--- config.mk ---
export PLATFORM = sky130hd
export DESIGN_NAME = column_range_one_hot_encoder_top
export DESIGN_NICKNAME = d
export VERILOG_FILES = /design/src/rtl/crohe_pkg.sv /design/src/rtl/column_range_one_hot_encoder_top.sv /design/src/rtl/crohe_front.sv /design/src/rtl/crohe_queue.sv /design/src/rtl/crohe_back.sv
export SDC_FILE = /design/constraint.sdc
export NUM_CORES = 1
export LEC_CHECK = 0
export BUFFER_PORTS_ARGS = -buffer_cell sky130_fd_sc_hd__buf_2
export CAP_MARGIN = 20
export CELL_PAD_IN_SITES_DETAIL_PLACEMENT = 1
export CELL_PAD_IN_SITES_GLOBAL_PLACEMENT = 1
export CORE_MARGIN = 2
export CORE_UTILIZATION = 40
export CTS_BUF_LIST = sky130_fd_sc_hd__clkbuf_8 sky130_fd_sc_hd__clkbuf_16
export DETAILED_ROUTE_END_ITERATION = 6
export PLACE_DENSITY_LB_ADDON = 0.1
export SLEW_MARGIN = 10
export SYNTH_ARGS = -nofsm -noshare
export SYNTH_HDL_FRONTEND = slang
export SYNTH_SLANG_ARGS = --single-unit
--- constraint.sdc ---
create_clock -name clk -period 13.52 [get_ports clk]
set_input_delay 0.676 -clock clk [delete_from_list [all_inputs] [get_ports clk]]
set_output_delay 0.676 -clock clk [all_outputs]
set_load 0.01 [all_outputs]
--- src/rtl/crohe_pkg.sv ---
`default_nettype none
package crohe_pkg;

	localparam int COLUMNS  = 16;
	localparam int MAX_SPAN = 64;

	localparam int COL_W    = 4;
	localparam int VAL_W    = 16;
	localparam int SPAN_W   = 7;
	localparam int ONEHOT_W = 64;
	localparam int OP_W     = 2;

	// only columns 0..15 can be addressed by a 4-bit field
	localparam int NCOL  = (COLUMNS < (1 << COL_W)) ? COLUMNS : (1 << COL_W);
	localparam int IDX_W = (NCOL > 1) ? $clog2(NCOL) : 1;

	localparam int Q_DEPTH = 4;
	localparam int Q_PTR_W = 2;
	localparam int Q_CNT_W = 3;

	localparam logic signed [VAL_W-1:0] VAL_HIGH = 16'sh7FFF;
	localparam logic signed [VAL_W-1:0] VAL_LOW  = 16'sh8000;

	localparam logic [OP_W-1:0] OP_CLEAR   = 2'd0;
	localparam logic [OP_W-1:0] OP_OBSERVE = 2'd1;
	localparam logic [OP_W-1:0] OP_ENCODE  = 2'd2;

	typedef enum logic [1:0] {
		KIND_CLEAR,
		KIND_OBSERVE,
		KIND_ENCODE
	} kind_t;

	typedef struct packed {
		kind_t                    kind;
		logic                     col_ok;
		logic [COL_W-1:0]         column;
		logic signed [VAL_W-1:0]  value;
	} cmd_t;

endpackage
`default_nettype wire

--- src/rtl/column_range_one_hot_encoder_top.sv ---
`default_nettype none
// channel   dir  handshake                      payload
// s_axis    in   s_axis_tvalid/s_axis_tready    tdata: column, value; tuser: op
// m_axis    out  m_axis_tvalid/m_axis_tready    tdata: onehot, span; tuser: too_wide
//
// One beat per cycle in and out while neither side stalls. An encode beat passes through
// queue write, range snapshot, then segment build into the output register.
// The range table does one column read-modify-write per beat; clear resets every column together.
// Reset empties every column range. A four-entry queue lets s_axis keep taking beats
// while m_axis stalls; s_axis_tready drops only when the queue is full.
module column_range_one_hot_encoder_top (
	input  wire logic        clk,
	input  wire logic        arst_n,
	input  wire logic        s_axis_tvalid,
	output logic             s_axis_tready,
	input  wire logic [23:0] s_axis_tdata,   // column[3:0], value[19:4], zero pad
	input  wire logic [1:0]  s_axis_tuser,   // op[1:0]
	output logic             m_axis_tvalid,
	input  wire logic        m_axis_tready,
	output logic [71:0]      m_axis_tdata,   // onehot[63:0], span[70:64], zero pad
	output logic [0:0]       m_axis_tuser    // too_wide[0]
);

	logic            fq_valid;
	logic            fq_ready;
	crohe_pkg::cmd_t fq_cmd;
	logic            qb_valid;
	logic            qb_ready;
	crohe_pkg::cmd_t qb_cmd;

	crohe_front u_front (
		.s_axis_tvalid (s_axis_tvalid),
		.s_axis_tready (s_axis_tready),
		.s_axis_tdata  (s_axis_tdata),
		.s_axis_tuser  (s_axis_tuser),
		.push_valid    (fq_valid),
		.push_ready    (fq_ready),
		.push_cmd      (fq_cmd)
	);

	crohe_queue u_queue (
		.clk       (clk),
		.arst_n    (arst_n),
		.in_valid  (fq_valid),
		.in_ready  (fq_ready),
		.in_cmd    (fq_cmd),
		.out_valid (qb_valid),
		.out_ready (qb_ready),
		.out_cmd   (qb_cmd)
	);

	crohe_back u_back (
		.clk           (clk),
		.arst_n        (arst_n),
		.cmd_valid     (qb_valid),
		.cmd_ready     (qb_ready),
		.cmd           (qb_cmd),
		.m_axis_tvalid (m_axis_tvalid),
		.m_axis_tready (m_axis_tready),
		.m_axis_tdata  (m_axis_tdata),
		.m_axis_tuser  (m_axis_tuser)
	);

endmodule
`default_nettype wire

--- src/rtl/crohe_front.sv ---
`default_nettype none
module crohe_front (
	input  wire logic                           s_axis_tvalid,
	output logic                                s_axis_tready,
	input  wire logic [23:0]                    s_axis_tdata,
	input  wire logic [crohe_pkg::OP_W-1:0]     s_axis_tuser,
	output logic                                push_valid,
	input  wire logic                           push_ready,
	output crohe_pkg::cmd_t                     push_cmd
);

	logic [crohe_pkg::COL_W-1:0] column;
	logic                        col_ok;
	logic                        keep;

	assign column = s_axis_tdata[crohe_pkg::COL_W-1:0];
	assign col_ok = ({1'b0, column} < (crohe_pkg::COL_W+1)'(crohe_pkg::NCOL));

	always_comb begin
		push_cmd.col_ok = col_ok;
		push_cmd.column = column;
		push_cmd.value  = s_axis_tdata[crohe_pkg::COL_W +: crohe_pkg::VAL_W];
		keep            = 1'b1;
		unique case (s_axis_tuser)
			crohe_pkg::OP_CLEAR: begin
				push_cmd.kind = crohe_pkg::KIND_CLEAR;
			end
			crohe_pkg::OP_OBSERVE: begin
				push_cmd.kind = crohe_pkg::KIND_OBSERVE;
				keep          = col_ok;
			end
			crohe_pkg::OP_ENCODE: begin
				push_cmd.kind = crohe_pkg::KIND_ENCODE;
			end
			default: begin
				// unused op: swallow the beat
				push_cmd.kind = crohe_pkg::KIND_CLEAR;
				keep          = 1'b0;
			end
		endcase
	end

	assign s_axis_tready = push_ready;
	assign push_valid    = s_axis_tvalid & keep;

endmodule
`default_nettype wire

--- src/rtl/crohe_queue.sv ---
`default_nettype none
module crohe_queue (
	input  wire logic            clk,
	input  wire logic            arst_n,
	input  wire logic            in_valid,
	output logic                 in_ready,
	input  wire crohe_pkg::cmd_t in_cmd,
	output logic                 out_valid,
	input  wire logic            out_ready,
	output crohe_pkg::cmd_t      out_cmd
);

	crohe_pkg::cmd_t                  mem_q [crohe_pkg::Q_DEPTH];
	logic [crohe_pkg::Q_PTR_W-1:0]    wr_ptr_q;
	logic [crohe_pkg::Q_PTR_W-1:0]    rd_ptr_q;
	logic [crohe_pkg::Q_CNT_W-1:0]    count_q;
	logic                             push;
	logic                             pop;

	assign in_ready  = (count_q != crohe_pkg::Q_CNT_W'(crohe_pkg::Q_DEPTH));
	assign out_valid = (count_q != '0);
	assign push      = in_valid & in_ready;
	assign pop       = out_valid & out_ready;
	assign out_cmd   = mem_q[rd_ptr_q];

	always_ff @(posedge clk) begin
		if (push) begin
			mem_q[wr_ptr_q] <= in_cmd;
		end
	end

	always_ff @(posedge clk or negedge arst_n) begin
		if (!arst_n) begin
			wr_ptr_q <= '0;
			rd_ptr_q <= '0;
			count_q  <= '0;
		end else begin
			if (push) begin
				wr_ptr_q <= wr_ptr_q + 1'b1;
			end
			if (pop) begin
				rd_ptr_q <= rd_ptr_q + 1'b1;
			end
			if (push && !pop) begin
				count_q <= count_q + 1'b1;
			end else if (pop && !push) begin
				count_q <= count_q - 1'b1;
			end
		end
	end

endmodule
`default_nettype wire

--- src/rtl/crohe_back.sv ---
`default_nettype none
module crohe_back (
	input  wire logic            clk,
	input  wire logic            arst_n,
	input  wire logic            cmd_valid,
	output logic                 cmd_ready,
	input  wire crohe_pkg::cmd_t cmd,
	output logic                 m_axis_tvalid,
	input  wire logic            m_axis_tready,
	output logic [71:0]          m_axis_tdata,
	output logic [0:0]           m_axis_tuser
);

	logic signed [crohe_pkg::VAL_W-1:0] min_q [crohe_pkg::NCOL];
	logic signed [crohe_pkg::VAL_W-1:0] max_q [crohe_pkg::NCOL];

	logic [crohe_pkg::IDX_W-1:0]        idx;
	logic                               pop;
	logic                               valid_s1;
	logic                               adv;
	logic                               s1_ready;
	logic signed [crohe_pkg::VAL_W-1:0] lo_s1;
	logic signed [crohe_pkg::VAL_W-1:0] hi_s1;
	logic signed [crohe_pkg::VAL_W-1:0] val_s1;
	logic                               ok_s1;

	logic signed [crohe_pkg::VAL_W+1:0] width;
	logic signed [crohe_pkg::VAL_W+1:0] offset;
	logic                               nonempty;
	logic                               wide;
	logic                               hit;
	logic [crohe_pkg::ONEHOT_W-1:0]     onehot_d;
	logic [crohe_pkg::SPAN_W-1:0]       span_d;

	logic                               out_valid_q;
	logic [crohe_pkg::ONEHOT_W-1:0]     onehot_q;
	logic [crohe_pkg::SPAN_W-1:0]       span_q;
	logic                               wide_q;

	assign idx       = cmd.column[crohe_pkg::IDX_W-1:0];
	assign adv       = valid_s1 & (~out_valid_q | m_axis_tready);
	assign s1_ready  = ~valid_s1 | adv;
	assign cmd_ready = (cmd.kind != crohe_pkg::KIND_ENCODE) | s1_ready;
	assign pop       = cmd_valid & cmd_ready;

	// range table: read-modify-write of one column per observe beat; clear resets every column
	always_ff @(posedge clk or negedge arst_n) begin
		if (!arst_n) begin
			for (int i = 0; i < crohe_pkg::NCOL; i++) begin
				min_q[i] <= crohe_pkg::VAL_HIGH;
				max_q[i] <= crohe_pkg::VAL_LOW;
			end
		end else if (pop) begin
			priority if (cmd.kind == crohe_pkg::KIND_CLEAR) begin
				for (int i = 0; i < crohe_pkg::NCOL; i++) begin
					min_q[i] <= crohe_pkg::VAL_HIGH;
					max_q[i] <= crohe_pkg::VAL_LOW;
				end
			end else if (cmd.kind == crohe_pkg::KIND_OBSERVE && cmd.col_ok) begin
				if (cmd.value < min_q[idx]) begin
					min_q[idx] <= cmd.value;
				end
				if (cmd.value > max_q[idx]) begin
					max_q[idx] <= cmd.value;
				end
			end
		end
	end

	always_ff @(posedge clk or negedge arst_n) begin
		if (!arst_n) begin
			valid_s1 <= 1'b0;
		end else if (pop && cmd.kind == crohe_pkg::KIND_ENCODE) begin
			valid_s1 <= 1'b1;
		end else if (adv) begin
			valid_s1 <= 1'b0;
		end
	end

	always_ff @(posedge clk) begin
		if (pop && cmd.kind == crohe_pkg::KIND_ENCODE) begin
			lo_s1  <= min_q[idx];
			hi_s1  <= max_q[idx];
			val_s1 <= cmd.value;
			ok_s1  <= cmd.col_ok;
		end
	end

	// segment build from the captured range
	always_comb begin
		width    = (crohe_pkg::VAL_W+2)'(hi_s1) - (crohe_pkg::VAL_W+2)'(lo_s1)
			+ (crohe_pkg::VAL_W+2)'(1);
		offset   = (crohe_pkg::VAL_W+2)'(val_s1) - (crohe_pkg::VAL_W+2)'(lo_s1);
		nonempty = ok_s1 & (lo_s1 <= hi_s1);
		wide     = nonempty & (width > (crohe_pkg::VAL_W+2)'(crohe_pkg::MAX_SPAN));
		hit      = nonempty & ~wide & (val_s1 >= lo_s1) & (val_s1 <= hi_s1);
		span_d   = (nonempty && !wide) ? width[crohe_pkg::SPAN_W-1:0] : '0;
		onehot_d = hit ? (crohe_pkg::ONEHOT_W'(1) << offset[5:0]) : '0;
	end

	always_ff @(posedge clk or negedge arst_n) begin
		if (!arst_n) begin
			out_valid_q <= 1'b0;
		end else if (adv) begin
			out_valid_q <= 1'b1;
		end else if (m_axis_tready) begin
			out_valid_q <= 1'b0;
		end
	end

	always_ff @(posedge clk) begin
		if (adv) begin
			onehot_q <= onehot_d;
			span_q   <= span_d;
			wide_q   <= wide;
		end
	end

	assign m_axis_tvalid = out_valid_q;
	assign m_axis_tdata  = {1'b0, span_q, onehot_q};
	assign m_axis_tuser  = wide_q;

endmodule
`default_nettype wire
* Yosys cells after proc, flatten, opt, wreduce, memory -nomap -nowiden *
Memories as Yosys holds them, arrays and structs flattened.
Cells that the tools add are included.

word-level totals
  memories = 1
  logic and storage cells = 130
  bits in registers = 642
  RAM bits = 88

memory list
  memory         words  bits a word  read ports  clocked after memory_dff  write ports  line               source
  u_queue.mem_q  4      22           1           0                         1            crohe_queue.sv:13  crohe_pkg::cmd_t mem_q [crohe_pkg::Q_DEPTH];

cells by class
  bitwise operators = 16
  eq/ne operators = 6
  add/subtract/negate cells = 7
  multiplexer cells = 26
  shift operators = 1
  reduce and logical (&&, ||, !) cells = 21
  order comparisons = 8

operators by type and width
  kind                                                        number
  2-to-1 mux 256 bit                                          6
  bitwise mux 256 bit                                         2
  binary-select mux 16 bit (select 4 bit)                     2
  2-to-1 mux 16 bit                                           5
  demux 16 bit (select 4 bit)                                 1
  << shifter 1 x 6 -> 64 bit, first input constant            1
  <= comparator 16 bit                                        2
  adder 18 x 2 -> 18 bit, second input constant               1
  > comparator 18 x 8 -> 1 bit, second input constant         1
  subtractor 16 x 16 -> 17 bit                                1
  >= comparator 16 bit                                        1
  > comparator 16 bit                                         1
  less-than comparator 16 bit                                 1
  nonzero test 2 bit                                          6
  bitwise AND 1 bit                                           9
  2-to-1 mux 1 bit                                            7
  2-to-1 mux 3 bit                                            2
  AND reduction 3 bit                                         2
  subtractor 6 bit                                            1
  >= comparator 5 bit, second input constant                  1
  logical AND 1 bit                                           5
  less-than comparator 5 x 1 -> 1 bit, second input constant  1
  inverter 4 -> 5 bit                                         1
  adder 2 x 1 -> 2 bit, second input constant                 2
  other kinds (14)                                            23

* Longest topological paths before layout *
Gate-level depths: netlist of run 1.
An unclocked memory read counts as a cell.

  depth in word-level cells = 10
  gate-level depth with buffers = 22

* Modules after synthesis *
From an unflattened synthesis of run 1, not the netlist that was laid out.

unflattened totals
  cells, all modules = 2,671
  area total of the unflattened synthesis = 35,684.2 sq um

modules (own cells, without submodules)
  module       times used  area an instance (sq um)  seq. area each (sq um)  cells an instance
  crohe_back   1           31,720.4                  16,816.1                2,489
  crohe_queue  1           3,772.4                   2,937.8                 156
  crohe_front  1           191.4                     0.0                     26

* Worst setup path after synthesis of run 1 *
Ideal clock, no wire load.

  path type = register to register
  start = register u_queue.rd_ptr_q[1] (netlist bit)
  end = register u_back.min_q[22] (netlist bit)
  path buffers = 7
  clock period less this slack = 5.669 ns
  cell stages (with the launch flop) = 23
  path slack = 7.851 ns
  arrival time = 5.596 ns
  setup time = 0.073 ns
  path through = dfrtp_1 buf_2 mux4_2 buf_2 buf_1 buf_1 mux4_2 mux2i_1 mux2_2 ha_1 a21o_1 a21o_1 a21oi_1 o21ai_0 or4b_2 o21a_1 clkbuf_1 buf_2 nor2_1 o21a_1 clkbuf_1 nor2_1 a21oi_1

on the way
  cells in the longest elaborated chain, start to end = 10
  elaborated cells on any way between the ends = 24
  those cells by class = order compare (3); eq/ne (2); mux (9); bitwise (3); reduce/logical (6); memory (1)

RTL lines
  item                                                                 line               source
  start: declaration                                                   crohe_queue.sv:15  logic [crohe_pkg::Q_PTR_W-1:0] rd_ptr_q;
  start signal: assignment                                             crohe_queue.sv:42  rd_ptr_q <= rd_ptr_q + 1'b1;
  memory read (4 x 22 bit) *                                           -
  branches (longest 9 deep; another with less-than comparator 16 bit)  -
  end signal: indexed assignment                                       crohe_back.sv:50   min_q[i] <= crohe_pkg::VAL_HIGH;
  end signal: indexed assignment                                       crohe_back.sv:56   min_q[i] <= crohe_pkg::VAL_HIGH;
  end signal: indexed assignment                                       crohe_back.sv:61   min_q[idx] <= cmd.value;
  end: declaration                                                     crohe_back.sv:14   logic signed [crohe_pkg::VAL_W-1:0] min_q [crohe_pkg::NCOL];

Mark *: on every way between the ends. The select of a mux whose other input is x is not followed.
A chain may end at the register's enable or synchronous reset.

* Worst setup path in the final report of run 1 *
  start = register u_queue.rd_ptr_q[0] (netlist bit)
  end = register u_back.min_q[139] (netlist bit)

The elaborated chain is that of the path after synthesis.

==> summary.md, run 1 <==
The logs give 1638 for the detailed router's first-iteration violation count and 7.89 ns for the data arrival time of the critical path. The post-synthesis compound-gate area fraction works out to 0.140. The worst register-to-register path has a depth of 16.

The logs give 0 for the final count of pins violating max slew and 3807 for the total placed cells including tap cells. The count of buffers added on input and output ports is 99. The final layout net count was 2879; the number of rows created at floorplan was 106. The total routing usage reported by global routing was 0.243. For the met2 usage, the log shows 0.405. The xor-xnor portion of the synthesized cell area is 0.00902.

The tools report the met1 capacity usage during global routing as 0.335. The logs give 0.463 for the post-route core utilization and 0.579 for the sequential share of the synthesized area. The average vias per placed instance is 5.85. In this run the register-to-register setup slack is 6.20 ns. The run gives 23200 as the via count of the routed design.

The run gives 2792 as the post-synthesis net count. For this run, the leading register cell type out of synthesis is sky130_fd_sc_hd__dfrtp_1. After detailed routing, the number of remaining DRC violations is 0. TritonCTS built the clock tree.

Global routing finished with a remaining overflow of 0. The run finished with clean final reports. The synthesized design spends more area on one cell type than any other, namely sky130_fd_sc_hd__dfstp_2. Setup repair after global routing left no endpoint under its margin. Setup skew after layout: 0.0294 ns.

In this run the critical register-to-register path is captured at u_back.min_q[139]. After routing, the total negative slack on setup checks comes to 0 ns. The startpoint identified for the worst register-to-register timing path is u_queue.rd_ptr_q[0]. The commonest cells after synthesis are sky130_fd_sc_hd__nor2_1 (318), sky130_fd_sc_hd__a21oi_1 (298), sky130_fd_sc_hd__dfrtp_1 (265). Power spread over the standard cell area amounts to 291 mW/mm². The run gives 0.819 as the final weighted congestion of routability-driven global placement. The critical path is of the flip-flop to flip-flop type. In this run the horizontal extent of the chip is 295 µm. The synthesized area per cell was 12.7 µm². Summed over all nets, the half-perimeter wirelength after detailed placement is 65400 µm. Setup violations remaining at the end of the flow were counted as 0. The tools report the maximum operating frequency as 0.137 GHz.

The post-synthesis share of cell area spent on and, or, nand and nor gates works out to 0.0732. The dominant combinational cell family by area after synthesis is compound AO/OA/AOI/OAI gates. Number of violations of the max-capacitance limit: 0.

The H-tree depth is 3. The logs give 0.0307 for the met3 track demand over resource in global routing and 159000 µm for the global-route wire length before repair. The number of standard cells in the final layout excluding fillers is 3964. The worst ir drop on vdd was 0.281 mV.

Layer with the highest usage after global routing: met2. The flop and latch count out of synthesis is 729, and the area added between synthesis and finish is 14.5%. The leakage power summed over all cells was 0.0158 µW. The worst path needs 7.32 ns of the cycle, external delays included.

Counting every sink on the clock net gives 729. The area of the placeable core was 0.0837 mm². The pin count of the biggest net entering global routing was 108. Period utilization: 0.542. In the post-synthesis netlist, the cell with the most instances is sky130_fd_sc_hd__nor2_1. The maximum clock path buffer count was 3. The end point of the critical path is u_back.min_q[139].

After synthesis the cells add up to 0.0339 mm². The clock transition at the registers of the reported paths is 0.06 ns. The number of placed I/O pins is 105, and the count of hold-fix buffers inserted at cts is 0.

For the worst-skew pair, the clock arrives at the later sink with an insertion delay of 0.65 ns. The number of hold violations in the final report was 0. The adder-cell area share of the yosys netlist works out to 0.0336. The cell count after synthesis came out at 2673. For the synthesis warning total, the log shows 0.

The wire length per cell is 26.2 µm, and the number of unique standard cell types used by synthesis is 69. The run gives 25100 as the via count of the first global-routing pass. The tree is rooted in a sky130_fd_sc_hd__clkbuf_16. The async set-reset flop share out of synthesis works out to 0.715. The most critical setup path has its startpoint at u_queue.rd_ptr_q[0].

The tightest min-delay check is of the primary input to async pin type. The die is 295 µm tall. The logs give 83 for the TritonCTS buffer count and 14.09 ns for the required time at the worst-slack endpoint.

The proportion of synthesized area in mux cells is 0.130, and the number of gates resized after CTS is 0. The total power after layout was 11300 µW; the slew at the pin with the worst max-slew slack was 1.04 ns. The final layout contains routed wiring with a total length of 104000 µm. The initial cell density of the core is 0.405. The count of TritonRoute iterations in the first routing pass was 5. STA classifies the critical path endpoint as a flip-flop. The worst slew margin relative to its limit was 0.308; the buffer count from post-CTS setup fixing was 0. The synthesized design contains 208 enable-type register cells.

Number of nets with antenna violations after routing: 0. The worst setup path is launched from a flip-flop. The share of layout cells above drive strength 1 is 0.285. The top cell type's share of synthesized area is 0.199, and the worst hold margin is 0.104 ns. By area the synthesized netlist is led by sky130_fd_sc_hd__dfstp_2 (20%), sky130_fd_sc_hd__dfrtp_1 (20%), sky130_fd_sc_hd__edfxtp_1 (18%). The initial antenna violation count came out at 3. The area of the die is 0.0870 mm². Of all nets on the critical path, the largest fanout is 36.
[metrics by stage]
stage / setup slack (ns) / area (µm²)
floorplan: 7.85 / 33900
global placement: 5.96 / 35900
detailed placement: 5.89 / 35900
CTS: 5.84 / 38700
global route: 5.79 / 38800
finish: 6.20 / 38800
[critical path: stages (launching register included)]
cell and delay [ns]:
sky130_fd_sc_hd__dfrtp_2 0.41, sky130_fd_sc_hd__mux4_4 0.94, sky130_fd_sc_hd__buf_4 0.75, sky130_fd_sc_hd__mux4_2 0.64, sky130_fd_sc_hd__mux2i_1 0.32, sky130_fd_sc_hd__mux2_2 0.27, sky130_fd_sc_hd__ha_1 0.25, sky130_fd_sc_hd__a21o_1 0.16
sky130_fd_sc_hd__a21o_1 0.17, sky130_fd_sc_hd__a21oi_1 0.13, sky130_fd_sc_hd__o21ai_0 0.13, sky130_fd_sc_hd__or4b_2 0.65, sky130_fd_sc_hd__o21a_1 0.43, sky130_fd_sc_hd__nor2_2 0.88, sky130_fd_sc_hd__o21a_1 0.77, sky130_fd_sc_hd__nor2_1 0.11
sky130_fd_sc_hd__a21oi_1 0.16
[routing by layer]
layer  vias to the layer above  wire, µm
met3                       117      4190
met2                       510     51000
met1                     12500     46500
met5                         -         0
met4                         0      2120
li1                      10100         -
[where the power goes]
part	leakage (µW)	switching [µW]	internal (µW)	total, µW
logic	0.00612	3310	1800	5110
registers	0.00824	427	3410	3840
clock network	0.00148	949	1390	2340
[cell type report]
type | instances | area [µm²]
Timing Repair Buffer | 196 | 1280
Clock inverter | 62 | 646
Tap cell | 1134 | 1420
Multi-Input combinational cell | 1641 | 13200
Inverter | 109 | 409
Clock buffer | 92 | 2210
Antenna cell | 1 | 2.50
Fill cell | 8517 | 44900
Sequential cell | 729 | 19600
[sequential cells by signal, summed over array words and instances, names as in the netlist, 3 cells and up]
| signal | count |
|---|---|
| u_back.max_q | 256 |
| u_back.min_q | 256 |
| u_queue.mem_q | 88 |
| u_back.onehot_q | 64 |
| u_back.hi_s1 | 16 |
| u_back.lo_s1 | 16 |
| u_back.val_s1 | 16 |
| u_back.span_q | 7 |
| u_queue.count_q | 3 |
[how the worst min path moves through the flow]
stage	startpoint	end	slack (ns)
after CTS	arst_n	u_back.max_q[222]	0.11
after global routing	arst_n	u_back.max_q[90]	0.16
after detailed placement	u_back.max_q[159]	u_back.max_q[159]	0.48
after floorplan	arst_n	u_back.m_axis_tvalid	0.38
final	arst_n	u_back.max_q[74]	0.10
after global placement	u_back.valid_s1	u_back.m_axis_tvalid	0.46
[kinds of logic (layout without fill, tap and decap cells)]
kind of cell,count (synthesis),after routing
XOR/XNOR,34,34
adder cells (fa/ha/maj),89,89
multiplexers,249,249
flip-flops,729,729
AO/OA/AOI/OAI,700,700
other,1,2
AND/OR/NAND/NOR,568,568
buffers and inverters,303,459
[cells in the final DEF (no fill, tap or decap), types with 6 or more instances in the layout]
cell                        netlist  final
sky130_fd_sc_hd__mux2_2          35     35
sky130_fd_sc_hd__nor3_1          88     72
sky130_fd_sc_hd__nor2_1         318    314
sky130_fd_sc_hd__buf_4            2     92
sky130_fd_sc_hd__dfstp_2        256    256
sky130_fd_sc_hd__clkbuf_16        0     84
sky130_fd_sc_hd__a31oi_1          6      6
sky130_fd_sc_hd__mux4_2         149    146
sky130_fd_sc_hd__a22oi_1         16     16
sky130_fd_sc_hd__a211oi_1         7      7
sky130_fd_sc_hd__xnor2_1         15     15
sky130_fd_sc_hd__o21ai_0         39     39
sky130_fd_sc_hd__clkinv_2         0     10
sky130_fd_sc_hd__mux2i_1         65     65
sky130_fd_sc_hd__nand2_1         67     67
sky130_fd_sc_hd__clkinv_1         1     12
sky130_fd_sc_hd__xor2_1          18     18
sky130_fd_sc_hd__buf_2            3     99
sky130_fd_sc_hd__bufinv_16        0     11
sky130_fd_sc_hd__edfxtp_1       208    208
sky130_fd_sc_hd__clkbuf_8         0      8
sky130_fd_sc_hd__ha_1            86     86
sky130_fd_sc_hd__nor2b_1         14     14
sky130_fd_sc_hd__nor3_2           1     17
sky130_fd_sc_hd__nand4_1         18     18
sky130_fd_sc_hd__a21o_1          21     21
sky130_fd_sc_hd__inv_1          108    130
sky130_fd_sc_hd__a21oi_1        298    297
sky130_fd_sc_hd__nand2b_1         7      7
sky130_fd_sc_hd__nand3_1         26     26
sky130_fd_sc_hd__o21a_1          27     27
sky130_fd_sc_hd__a22o_1         240    240
sky130_fd_sc_hd__dfrtp_1        265    264
sky130_fd_sc_hd__o21ai_2          0     13
(Power assumes the default switching activity.)
==> run 2, diff against run 1 <==
--- a/config.mk
+++ b/config.mk
@@ -5,6 +5,7 @@
 export SDC_FILE = /design/constraint.sdc
 export NUM_CORES = 1
 export LEC_CHECK = 0
+export ABC_AREA = 1
 export BUFFER_PORTS_ARGS = -buffer_cell sky130_fd_sc_hd__buf_2
 export CAP_MARGIN = 20
 export CELL_PAD_IN_SITES_DETAIL_PLACEMENT = 1
==> constraint.sdc (replaced) <==
create_clock -name clk -period 7.7 [get_ports clk]
set_input_delay 0.385 -clock clk [delete_from_list [all_inputs] [get_ports clk]]
set_output_delay 0.385 -clock clk [all_outputs]
set_load 0.01 [all_outputs]
==> run 2 against run 1 <==
Compared with the run above:
- count of clock-buffer cells in the layout grew 17
- register-to-register slack got worse by 5.1 ns
- first-iteration DRC count grew 41%
- cell count grew 44%
- critical path depth increased by 11
- utilization down 1.2 points
- wire length increased by 36%
- highest routed layer unchanged
==> summary.md, run 2 <==
The flow ran to the end, and the final reports show no timing, DRC or antenna violations. For the setup skew after layout, the log shows 0.0298 ns (was 0.0294 ns). The run gives 0.931 (was 0.819) as the final weighted congestion of routability-driven global placement. For the final layout net count, the log shows 4474 (was 2879). The dominant combinational cell family by area after synthesis was simple AND/OR/NAND/NOR gates (was compound AO/OA/AOI/OAI gates).

For the worst slew margin relative to its limit, the log shows 0.203 (was 0.308). The worst hold path passes through 2 cells. The category of the worst setup path capture point was a flip-flop (unchanged). The share of layout cells above drive strength 1 came out at 0.200 (was 0.285). The capture instance of the worst register-to-register path was u_back.max_q[83] (was u_back.min_q[139]). The shortest period the worst path allows came out at 6.61 ns (was 7.32 ns). The pin count of the biggest net entering global routing came out at 150 (was 108). The logs give 3 (unchanged) for the H-tree depth and 114 (was 106) for the number of rows created at floorplan. The run gives 11200 (was 8517) as the count of fill cells added during filler insertion. The number of unique standard cell types used by synthesis is 62 (was 69).

The path with the worst hold slack has its endpoint at u_queue.mem_q[1][21]. The TritonCTS buffer count was 86 (was 83). Area contributors post-synth: sky130_fd_sc_hd__dfstp_2 (17%), sky130_fd_sc_hd__dfrtp_1 (17%), sky130_fd_sc_hd__edfxtp_1 (16%) (was sky130_fd_sc_hd__dfstp_2 (20%), sky130_fd_sc_hd__dfrtp_1 (20%), sky130_fd_sc_hd__edfxtp_1 (18%)). The tools report the number of violations of the max-capacitance limit as 0 (unchanged). TritonCTS built the clock tree.

The number of hold violations in the final report is 0 (unchanged). The wire length per cell came out at 24.8 µm (was 26.2 µm). The post-synthesis share of cell area spent on and, or, nand and nor gates is 0.223 (was 0.0732), and the total wirelength of the detailed-routed design is 142000 µm (was 104000 µm).

The kind of start point of the critical path is a flip-flop (unchanged). The family with the most delay on the worst path was simple AND/OR/NAND/NOR gates (was multiplexers). Largest registers ranked by flip-flop count: u_back.max_q: 256 flops, u_back.min_q: 256 flops, u_queue.mem_q: 88 flops (unchanged). The count of TritonRoute iterations in the first routing pass came out at 5 (unchanged).

The clock transition at the registers of the reported paths was 0.06 ns (about the same); the area added between synthesis and finish was 11.9% (was 14.5%). The total routing usage reported by global routing is 0.285 (was 0.243). Most used cells in the layout excluding fill and tap cells: sky130_fd_sc_hd__nand2_1 (1533), sky130_fd_sc_hd__nor2_1 (398), sky130_fd_sc_hd__o21ai_0 (265), sky130_fd_sc_hd__dfrtp_1 (265), sky130_fd_sc_hd__dfstp_2 (256) (was sky130_fd_sc_hd__nor2_1 (314), sky130_fd_sc_hd__a21oi_1 (297), sky130_fd_sc_hd__dfrtp_1 (264)). The cell count of the worst reg-to-reg path was 27 (was 16). Number of remaining DRC errors: 0 (unchanged).

The async set-reset flop share out of synthesis is 0.715 (unchanged). The total number of cells along the worst setup path was 27 (was 16). The average vias per placed instance is 5.62 (was 5.85), and the initial antenna violation count is 0 (was 3). The number of buffer and inverter instances along the worst setup path is 6 (was 1), and the instance count of the mapped netlist is 4355 (was 2673). The tools report the maximum clock path buffer count as 3 (unchanged).

The startpoint identified for the worst hold timing path is s_axis_tuser[0]. The tools report the post-synthesis net count as 4474 (was 2792). For the detailed router's first-iteration violation count, the log shows 2310 (was 1638). The die width was 316 µm (was 295 µm). The maximum net fanout on the critical path is 45 (was 36), and the clock insertion delay at the later pin of the skew report is 0.67 ns (was 0.65 ns). Setup repair after global routing left no endpoint under its margin. The area of the placeable core is 0.0967 mm² (was 0.0837 mm²). The sequential share of the synthesized area was 0.502 (was 0.579); the required time at the worst-slack endpoint was 8.21 ns (was 14.09 ns). The top cell type's share of synthesized area was 0.172 (was 0.199). The final setup violation count came out at 0 (unchanged). The via count of the routed design is 32000 (was 23200), and the number of gates resized after CTS is 0 (unchanged). The top cell type by total area after synthesis was sky130_fd_sc_hd__dfstp_2 (unchanged). The highest-delay cell along the critical path is sky130_fd_sc_hd__nand3_1 (was sky130_fd_sc_hd__mux4_4). The flop and latch count out of synthesis was 729 (unchanged). Most instantiated library cell after synthesis: sky130_fd_sc_hd__nand2_1 (was sky130_fd_sc_hd__nor2_1).

Xor-xnor portion of the synthesized cell area: 0.00661 (was 0.00902). The synthesized area per cell was 8.96 µm² (was 12.7 µm²). The period utilization works out to 0.859 (was 0.542). The clock sink total was 729 (unchanged). Among the stages of the critical path, the cell type that occurs most often is sky130_fd_sc_hd__nand2_1.

The tools report the cell chosen for the clock root as sky130_fd_sc_hd__clkbuf_16 (unchanged). Primary flip-flop cell chosen by synthesis mapping: sky130_fd_sc_hd__dfrtp_1 (unchanged). The critical path's largest stage delay was 0.49 ns (was 0.94 ns). Die height: 316 µm (was 295 µm). The most frequent standard cell in the layout excluding fill and tap cells is sky130_fd_sc_hd__nand2_1 (was sky130_fd_sc_hd__nor2_1).

For the count of antenna diodes in the layout, the log shows 0 (was 1). The worst-case register-to-register setup slack was 1.09 ns (was 6.20 ns). The type of the worst setup path was flip-flop to flip-flop (unchanged). The synthesis warning total was 0 (unchanged). The proportion of synthesized area in mux cells was 0.000289 (was 0.130). The global route total overflow came out at 0 (unchanged). The final count of pins violating max slew is 0 (unchanged). The type of the worst min-delay path is primary input to flip-flop (was primary input to async pin). Via count of the first global-routing pass: 32700 (was 25100). For the sum of net half-perimeters after detailed placement, the log shows 90200 µm (was 65400 µm). The total negative slack is 0 ns (unchanged), and the maximum operating frequency is 0.151 GHz (was 0.137 GHz). The area of the die is 0.100 mm² (was 0.0870 mm²), and the global-route wire length before repair is 215000 µm (was 159000 µm).

The reg-to-reg critical path startpoint was u_queue.rd_ptr_q[0] (unchanged). For the number of nets with antenna violations after routing, the log shows 0 (unchanged). The post-synthesis compound-gate area fraction is 0.175 (was 0.140). The port buffer count was 99 (unchanged); the adder-cell area share of the yosys netlist was 0.0291 (was 0.0336). The data arrival time of the critical path came out at 7.12 ns (was 7.89 ns).

The tools report the initial cell density of the core as 0.404 (was 0.405). The number of synthesized flops with an enable pin is 208 (unchanged), and the number of placed I/O pins is 105 (unchanged). Most frequent cells after synthesis: sky130_fd_sc_hd__nand2_1 (1535), sky130_fd_sc_hd__nor2_1 (407), sky130_fd_sc_hd__dfrtp_1 (265), sky130_fd_sc_hd__o21ai_0 (265), sky130_fd_sc_hd__dfstp_2 (256) (was sky130_fd_sc_hd__nor2_1 (318), sky130_fd_sc_hd__a21oi_1 (298), sky130_fd_sc_hd__dfrtp_1 (265)).

The tools report the synthesized area as 0.0390 mm² (was 0.0339 mm²). The slew at the pin with the worst max-slew slack was 1.19 ns (was 1.04 ns).
run 2: changes by cell type after synthesis, moves of 89 or more:
cell                       delta
sky130_fd_sc_hd__a22o_1     -240
sky130_fd_sc_hd__a21oi_1    -235
sky130_fd_sc_hd__nor2_1      +89
sky130_fd_sc_hd__o211ai_2   +225
sky130_fd_sc_hd__nand2_1   +1468
sky130_fd_sc_hd__o21ai_0    +226
sky130_fd_sc_hd__mux4_2     -149
sky130_fd_sc_hd__a22oi_1    +232
run 2: layout make-up:
cell class	count	area (µm²)	area share
Tap cell	1276	1600	0.0366
Sequential cell	729	19600	0.449
Clock buffer	109	2500	0.0573
Timing Repair Buffer	218	1850	0.0425
Inverter	193	739	0.0169
Multi-Input combinational cell	3127	17000	0.389
Clock inverter	50	364	0.00834
run 2: worst max-delay path by stage:
stage / start / end
floorplan: u_queue.rd_ptr_q[0] / u_back.max_q[119]
global placement: u_queue.rd_ptr_q[0] / u_back.max_q[94]
detailed placement: u_queue.rd_ptr_q[0] / u_back.max_q[81]
CTS: u_queue.rd_ptr_q[0] / u_back.max_q[83]
global route: u_queue.rd_ptr_q[0] / u_back.max_q[82]
finish: u_queue.rd_ptr_q[0] / u_back.max_q[83]
run 2: repair_timing:
action,4_1_cts,5_1_grt
hold buffers,21,0
buffers inserted,0,0
hold endpoints to repair,134,0
run 2: cell families after synthesis:
kind of cell	Yosys count
other cells	1
compound gates	863
xor+xnor	26
flops	729
mux	1
simple gates	2147
buf+inv	499
fa+ha+maj	89
run 2: metrics by stage:
stage,util,hold slack (ns),setup WS [ns],std cells,cell area (µm²)
floorplan,-,0.0894,3.18,4355,39000
global placement,0.417,0.449,1.31,5514,40400
detailed placement,0.419,0.453,1.23,5521,40600
CTS,0.451,0.00486,1.20,5701,43600
global route,0.451,0.0337,0.806,5702,43700
finish,0.451,0.0479,1.09,5702,43700
run 2: per-layer routing:
layer | wire length (µm) | global-route usage | share of wire
met1 | 65400 | 0.404 | 0.46
met2 | 65200 | 0.452 | 0.46
met3 | 6600 | 0.0344 | 0.047
met4 | 4530 | 0.0948 | 0.032
met5 | 0 | 0 | 0
Power of run 2 is left out: the tool's default activity adds up to more than one toggle a clock period on the data nets, which glitch-free logic cannot reach.
